$ cat config.mk
export PLATFORM = sky130hd
export DESIGN_NAME = vrh_divider
export DESIGN_NICKNAME = d
export VERILOG_FILES = /design/src/design/vrh_pkg.sv /design/src/design/vrh_divider.sv
export SDC_FILE = /design/constraint.sdc
export NUM_CORES = 1
export LEC_CHECK = 0
export ABC_AREA = 1
export BUFFER_PORTS_ARGS = -buffer_cell sky130_fd_sc_hd__buf_4
export CAP_MARGIN = 0
export CORE_MARGIN = 2
export CORE_UTILIZATION = 61
export DETAILED_ROUTE_END_ITERATION = 10
export PLACE_DENSITY = 0.94
export SKIP_CTS_REPAIR_TIMING = 1
export SYNTH_ARGS = -nofsm -noshare
export SYNTH_HDL_FRONTEND = slang
export SYNTH_SLANG_ARGS = --single-unit
$ cat constraint.sdc
create_clock -name clk -period 6.2 [get_ports clk]
set_input_delay 0.31 -clock clk [delete_from_list [all_inputs] [get_ports clk]]
set_output_delay 0.31 -clock clk [all_outputs]
set_load 0.03 [all_outputs]
$ cat src/design/vrh_pkg.sv
`timescale 1ns / 1ps
package vrh_pkg;

  typedef enum logic [1:0] {
    CMD_COUNT   = 2'd0,
    CMD_PENALTY = 2'd1,
    CMD_QUERY   = 2'd2,
    CMD_CLEAR   = 2'd3
  } cmd_t;

  localparam logic [2:0] REG_VOXEL_SIZE = 3'd0;
  localparam logic [2:0] REG_MIN_X      = 3'd1;
  localparam logic [2:0] REG_MIN_Y      = 3'd2;
  localparam logic [2:0] REG_MIN_Z      = 3'd3;
  localparam logic [2:0] REG_STEPS_X    = 3'd4;
  localparam logic [2:0] REG_STEPS_Y    = 3'd5;
  localparam logic [2:0] REG_STEPS_Z    = 3'd6;

  localparam int CellBits = 15;
  localparam int StoreDepth = 32768;

  typedef struct packed {
    logic [1:0]         cmd;
    logic signed [31:0] coord_x;
    logic signed [31:0] coord_y;
    logic signed [31:0] coord_z;
  } in_item_t;

  typedef struct packed {
    logic                in_grid;
    logic [CellBits-1:0] cell_index;
    logic signed [31:0]  score;
  } out_item_t;

  // divider handshake
  typedef struct packed {
    logic        start;
    logic [48:0] dividend;
    logic [31:0] divisor;
  } div_req_t;

endpackage

$ cat src/design/vrh_divider.sv
`timescale 1ns / 1ps
module vrh_divider
  import vrh_pkg::*;
(
  input  logic        clk,
  input  logic        rst_n,
  input  div_req_t    req,
  output logic        busy,
  output logic        done,
  output logic [48:0] quotient
);

  logic [48:0] quo_r, quo_nxt;
  logic [31:0] rem_r, rem_nxt;
  logic [31:0] dvs_r;
  logic [5:0]  cnt_r;
  logic        busy_r, done_r;
  logic [33:0] trial;

  // restoring divide, one quotient bit per cycle
  always_comb begin
    trial = {1'b0, rem_r, quo_r[48]} - {2'b00, dvs_r};
    if (!trial[33]) begin
      rem_nxt = trial[31:0];
      quo_nxt = {quo_r[47:0], 1'b1};
    end else begin
      rem_nxt = {rem_r[30:0], quo_r[48]};
      quo_nxt = {quo_r[47:0], 1'b0};
    end
  end

  always_ff @(posedge clk) begin
    if (!rst_n) begin
      busy_r <= 1'b0;
      done_r <= 1'b0;
      cnt_r  <= '0;
    end else begin
      done_r <= 1'b0;
      if (req.start) begin
        busy_r <= 1'b1;
        cnt_r  <= 6'd48;
        quo_r  <= req.dividend;
        rem_r  <= '0;
        dvs_r  <= req.divisor;
      end else if (busy_r) begin
        quo_r <= quo_nxt;
        rem_r <= rem_nxt;
        cnt_r <= cnt_r - 6'd1;
        if (cnt_r == '0) begin
          busy_r <= 1'b0;
          done_r <= 1'b1;
        end
      end
    end
  end

  assign busy = busy_r;
  assign done = done_r;
  assign quotient = quo_r;

endmodule

==> results.py, run 1 <==
metrics = {
    "cells_and_area": {
        "final_common_cell": "nand2_1",
        "utilization": 0.774,
        "nets": 1290,
        "drive_gt1_frac": 0.160,
        "final_cell_mix": "nand2_1 (463), inv_1 (166), buf_4 (136), edfxtp_1 (113), nor2_1 (97)",
        "areaGrowthSynthToFinish_pct": 22.7,
        "insertedDiodeCount": 0,
    },
    "route": {
        "vias": 7327,
        "dr.pass1.iters": 5,
        "via_per_inst": 5.42,
        "routed_wl_mm": 21.7,
        "drt-initial-drc-count": 593,
        "routedWlPerCell_um": 16.1,
        "drc": 0,
        "postRouteAntennaNets": 0,
    },
    "pwr": {
        "p_leak_nw": 5.01,
        "vdd_drop_max_mv": 0.193,
        "powerDensity_nw_per_um2": 315,
    },
    "timing": {
        "tightestPinTransition_ns": 1.12,
        "report.final.slew_viol_count": 0,
        "clock_skew_ns": 0.00676,
        "fin_tns_setup_ns": 0,
        "setup_viol": 0,
        "rsz0062_at_grt": "false",
        "fin_crit_sh": 0.457,
        "max_slew_margin": 0.255,
        "fmax_mhz": 353,
        "finalHoldViolations": 0,
        "fin_crit_ns": 2.83,
    },
    "floorplanning": {
        "num_io_pins": 135,
        "placementRows": 40,
        "start_util": 0.631,
        "die_w_um": 116,
        "dieHeight_um": 116,
        "die_area_um2": 13500,
        "core_um2": 12200,
    },
    "flow_run": {
        "drv_cap": 0,
    },
    "logic_synthesis": {
        "netlist_top_cells_area": "edfxtp_1 (44%), nand2_1 (23%), inv_1 (8.2%)",
        "async_flop_share": 0,
        "syn-num-nets": 1155,
        "ys_ff_latch": 121,
        "yosys.area.top_type": "edfxtp_1",
        "postSynthAreaPerCell_um2": 7.40,
        "ys.flop_type": "edfxtp_1",
        "yosysWarnings": 0,
        "syn_inst": 1037,
        "synth_top_area_share": 0.442,
        "synth_enable_flop_cells": 113,
        "seq_area_frac_synth": 0.463,
        "synth_area_um2": 7680,
        "synth_cell_types": 36,
    },
    "clock_network": {
        "cts_tree": "built",
        "ctsRootBufferMaster": "clkbuf_16",
        "numClockSinks": 121,
        "cts.clk_slew.worst_paths_ns": 0.06,
        "cts_max_level": 4,
        "numCtsBuffers": 17,
        "cts_buffer_depth": 2,
        "clk-insertion-delay-late_ns": 0.44,
    },
    "place": {
        "routabilityCongestion": 0.987,
        "io_buffer_count": 134,
        "place_hpwl_mm": 14.2,
    },
    "setup_path": {
        "crit_type": "flop to flop",
        "rr_worst_depth": 16,
        "critPathMaxFanout": 4,
        "critPathCaptureType": "flop",
        "critPathLaunchType": "flop",
        "cp-startpoint": "quotient[48]",
        "worstPathArrival_ns": 3.03,
        "worstReg2RegEnd": "rem_r[28]",
        "r2r_start": "quotient[48]",
        "crit_required_ns": 6.39,
        "r2r_slack_ns": 3.37,
        "crit_end": "rem_r[28]",
    },
    "worst_hold_path": {
        "hold_path_class": "input port to flop",
        "min_from": "req[19]",
    },
    "global_route": {
        "track_usage": 0.336,
        "grt_overflow_total": 0,
        "grt_first_pass_wirelength_mm": 34.2,
        "antenna_found_initial": 0,
        "first_global_vias": 7191,
        "grt_max_degree": 82,
    },
    "status": {
        "outcome": "finished clean",
    },
}
==> Yosys cell counts (2+ instances only) <==
cell      instances
nand3b_1         19
o21ai_0           3
clkbuf_1         15
nor2_2            3
nand2_1         464
ha_1             33
inv_1           167
nand2_2           3
nor2_1           97
dfxtp_1           8
nor3_1            5
xor2_1           14
inv_2            10
a21oi_1          17
nand3_1          32
and2_1            4
edfxtp_1        113
nand3_2           2
buf_2             2
nand4_1           7
buf_6             3
xnor2_1           2
==> registers in the layout (all words and copies together), names as in the netlist <==
| register | cells |
|---|---|
| rem_r | 32 |
| dvs_r | 32 |
| quotient | 49 |
| busy | 1 |
| cnt_r | 6 |
| done | 1 |
==> cells by family after synthesis <==
kind of cell,count (synthesis),share of synthesized area
adders and majority gates,34,0.0564
DFF,121,0.463
xor gates and xnor gates,16,0.0183
and+or+nand+nor,641,0.342
buffers and inverters,199,0.101
AOI/OAI and AO/OA,26,0.0197
==> through the flow <==
stage               setup WS (ns)  hold WS, ns  power, mW  area, um2  std cells
global placement             3.57        0.472       1.89       8820       1321
global route                 3.26       0.0481       3.11       9420       1353
detailed placement           3.56        0.490       1.91       8820       1321
floorplan                    3.32        0.409       1.68       7680       1037
finish                       3.37       0.0491       2.97       9420       1353
CTS                          3.46       0.0433       2.95       9420       1353
==> critical path, cell delays in order (launching register included) <==
cell and delay (ns):
edfxtp_1 0.43, inv_1 0.14, ha_1 0.17, inv_1 0.08
fa_1 0.45, nand3_1 0.11, nand3_1 0.22, nand2_1 0.13
nand2_1 0.13, nand2_1 0.09, nand2_1 0.12, nand2_1 0.16
nand2_1 0.07, nand2_1 0.08, nand3_1 0.09, nand2_1 0.08
inv_1 0.03
==> power by group <==
group | internal [mW] | switching [mW]
Sequential | 1.01 | 0.0480
Clock | 0.663 | 0.367
Combinational | 0.302 | 0.583
Total | 1.97 | 0.999
==> final cells by class <==
class | count | area [um2]
Clock buffer | 25 | 485
Clock inverter | 7 | 118
Fill cell | 811 | 2740
Inverter | 179 | 674
Multi-Input combinational cell | 717 | 3360
Sequential cell | 121 | 3550
Tap cell | 168 | 210
Timing Repair Buffer | 136 | 1020
==> worst min-delay path by stage <==
stage,slack [ns],endpoint,cells after the start
3_5_place_dp,0.49,dvs_r[2],1
5_1_grt,0.05,dvs_r[11],1
2_1_floorplan,0.41,dvs_r[0],0
6_report,0.05,dvs_r[19],1
4_1_cts,0.04,dvs_r[14],1
3_3_place_gp,0.47,cnt_r[4],2
==> layer usage <==
layer	track usage	vias up	part of all wire
li1	-	3464	-
met1	0.393	3350	0.38
met2	0.571	436	0.49
met3	0.0944	77	0.095
met4	0.167	0	0.036
met5	0	-	0
Power figures use the tool's default switching activity.
==> run 2: changes to the inputs <==
--- a/config.mk
+++ b/config.mk
@@ -9,9 +9,9 @@
 export BUFFER_PORTS_ARGS = -buffer_cell sky130_fd_sc_hd__buf_4
 export CAP_MARGIN = 0
 export CORE_MARGIN = 2
-export CORE_UTILIZATION = 61
+export CORE_UTILIZATION = 57
 export DETAILED_ROUTE_END_ITERATION = 10
-export PLACE_DENSITY = 0.94
+export PLACE_DENSITY = 0.89
 export SKIP_CTS_REPAIR_TIMING = 1
 export SYNTH_ARGS = -nofsm -noshare
 export SYNTH_HDL_FRONTEND = slang
==> constraint.sdc (replaced) <==
create_clock -name clk -period 2.9 [get_ports clk]
set_input_delay 0.145 -clock clk [delete_from_list [all_inputs] [get_ports clk]]
set_output_delay 0.145 -clock clk [all_outputs]
set_load 0.03 [all_outputs]
==> run 2 against run 1 <==
The flow now finishes with violations (hold timing). Worst setup slack worse by 3.2 ns. Core utilization is 2.2 points lower. Clock-buffer cell count is 7 lower. First-iteration DRC count is 0.67% higher. Design area is 5.3% higher. Critical path type unchanged. Largest cell class unchanged. Largest power group unchanged.
==> results.py, run 2 (synthesized netlist as in run 1, its figures left out) <==
metrics = {
    "route": {
        "drt-initial-drc-count": 597,
        "wl_met3_mm": 1.69,
        "drc": 0,
        "met2_length_mm": 10.6,
        "dr.pass1.iters": 7,
        "wirelength_met1_mm": 8.51,
        "routedWlPerCell_um": 15.2,
        "postRouteAntennaNets": 0,
        "routed.top_layer": "met4",
        "vias": 7292,
        "routed_wl_mm": 21.5,
        "via_per_inst": 5.17,
    },
    "floorplanning": {
        "dieHeight_um": 120,
        "placementRows": 42,
        "start_util": 0.582,
        "die_w_um": 120,
        "num_io_pins": 135,
        "core_um2": 13200,
        "die_area_um2": 14400,
    },
    "setup_path": {
        "crit_chain": "inv_1, ha_1, inv_1, fa_1, nand3_1, nand3_1, nand2_1, nand2_1, nand2_1, nand2_1, nand2_1, nand2_1, nand2_1, nand3_1, nand2_1, inv_1",
        "critPathCaptureType": "flop",
        "crit_family": "simple AND/OR/NAND/NOR gates",
        "r2r_start": "quotient[48]",
        "rr_worst_depth": 16,
        "crit_type": "flop to flop",
        "cp_slowest_cell": "fa_1",
        "cp_num_buf_inv": 3,
        "r2r_slack_ns": 0.16,
        "worstPathArrival_ns": 2.92,
        "crit_top_cell": "nand2_1",
        "cpPeakStageDelay_ns": 0.45,
        "critPathLaunchType": "flop",
        "crit_required_ns": 3.08,
        "worstReg2RegEnd": "rem_r[28]",
        "critPathMaxFanout": 4,
    },
    "flow_run": {
        "drv_cap": 0,
    },
    "timing": {
        "tightestPinTransition_ns": 0.850,
        "setup_viol": 0,
        "fin_crit_sh": 0.945,
        "fin_tns_setup_ns": 0,
        "fin_crit_ns": 2.74,
        "clock_skew_ns": 0.0121,
        "finalHoldViolations": 8,
        "report.final.slew_viol_count": 0,
        "fmax_mhz": 365,
        "holdWs_ns": -0.0153,
        "max_slew_margin": 0.432,
        "rsz0062_at_grt": "false",
    },
    "clock_network": {
        "cts_buffer_depth": 2,
        "clk-insertion-delay-late_ns": 0.43,
        "cts.clk_slew.worst_paths_ns": 0.06,
        "numClockSinks": 121,
        "cts_max_level": 4,
        "numCtsBuffers": 17,
        "cts_tree": "built",
        "ctsRootBufferMaster": "clkbuf_16",
    },
    "pwr": {
        "vdd_drop_max_mv": 0.417,
        "powerDensity_nw_per_um2": 634,
        "p_leak_nw": 5.21,
    },
    "global_route": {
        "track_usage": 0.278,
        "grt_overflow_total": 0,
        "first_global_vias": 6624,
        "grt_first_pass_wirelength_mm": 31.3,
        "grt_max_degree": 46,
        "antenna_found_initial": 0,
    },
    "worst_hold_path": {
        "min_from": "req[55]",
        "min_to": "quotient[23]",
        "hold_path_class": "input port to flop",
        "hold_depth": 3,
    },
    "place": {
        "place_hpwl_mm": 14.0,
        "io_buffer_count": 134,
        "routabilityCongestion": 0.978,
    },
    "cells_and_area": {
        "insertedDiodeCount": 0,
        "largest_reg_flops": 49,
        "multi_input_area_um2": 3360,
        "n_fill_cell": 870,
        "areaGrowthSynthToFinish_pct": 29.2,
        "final_cell_mix": "nand2_1 (463), inv_1 (166), buf_4 (138), edfxtp_1 (113), nor2_1 (97)",
        "final_common_cell": "nand2_1",
        "register_area_um2": 3550,
        "drive_gt1_frac": 0.159,
        "nets": 1340,
    },
    "status": {
        "outcome": "finished with violations",
        "failed_checks": "hold timing",
    },
}
## run 2: where the power goes
group,switching [mW],internal (mW)
clock network,0.823,1.27
registers,0.104,2.15
logic,1.25,0.700
total,2.18,4.11
## run 2: per-layer routing
layer,vias to the layer above,GRT usage
met5,-,0
met3,52,0.0770
met4,0,0.107
li1,3563,-
met1,3323,0.338
met2,354,0.469
## run 2: cell type report
class,count,area share
Inverter,179,0.0680
Timing Repair Buffer,186,0.155
Clock inverter,14,0.0150
Clock buffer,18,0.0433
Multi-Input combinational cell,717,0.338
Tap cell,176,0.0222
Sequential cell,121,0.358
## run 2: worst max path at each step
stage,depth (start not counted),slack (ns),to,from
5_1_grt,16,0.06,rem_r[30],quotient[48]
3_5_place_dp,16,0.28,rem_r[28],quotient[48]
6_report,16,0.16,rem_r[28],quotient[48]
4_1_cts,16,0.22,rem_r[28],quotient[48]
2_1_floorplan,2,0.02,quotient[0],busy
3_3_place_gp,16,0.26,rem_r[28],quotient[48]
## run 2: worst register-to-register path, stage by stage (launching register included)
cell and delay [ns]:
edfxtp_1 0.41, inv_1 0.10, ha_1 0.14, inv_1 0.09, fa_1 0.45, nand3_1 0.12
nand3_1 0.21, nand2_1 0.13, nand2_1 0.14, nand2_1 0.10, nand2_1 0.13, nand2_1 0.14
nand2_1 0.07, nand2_1 0.08, nand3_1 0.07, nand2_1 0.07, inv_1 0.04
## run 2: through the flow
step	instances	cell area, um2	total power, mW	setup slack [ns]	utilization
3_5_place_dp	1333	8880	4.10	0.280	0.673
5_1_grt	1411	9920	6.60	0.0601	0.752
4_1_cts	1365	9460	6.18	0.220	0.717
2_1_floorplan	1037	7680	3.59	0.0217	-
6_report	1411	9920	6.29	0.161	0.752
3_3_place_gp	1333	8880	4.06	0.261	0.673
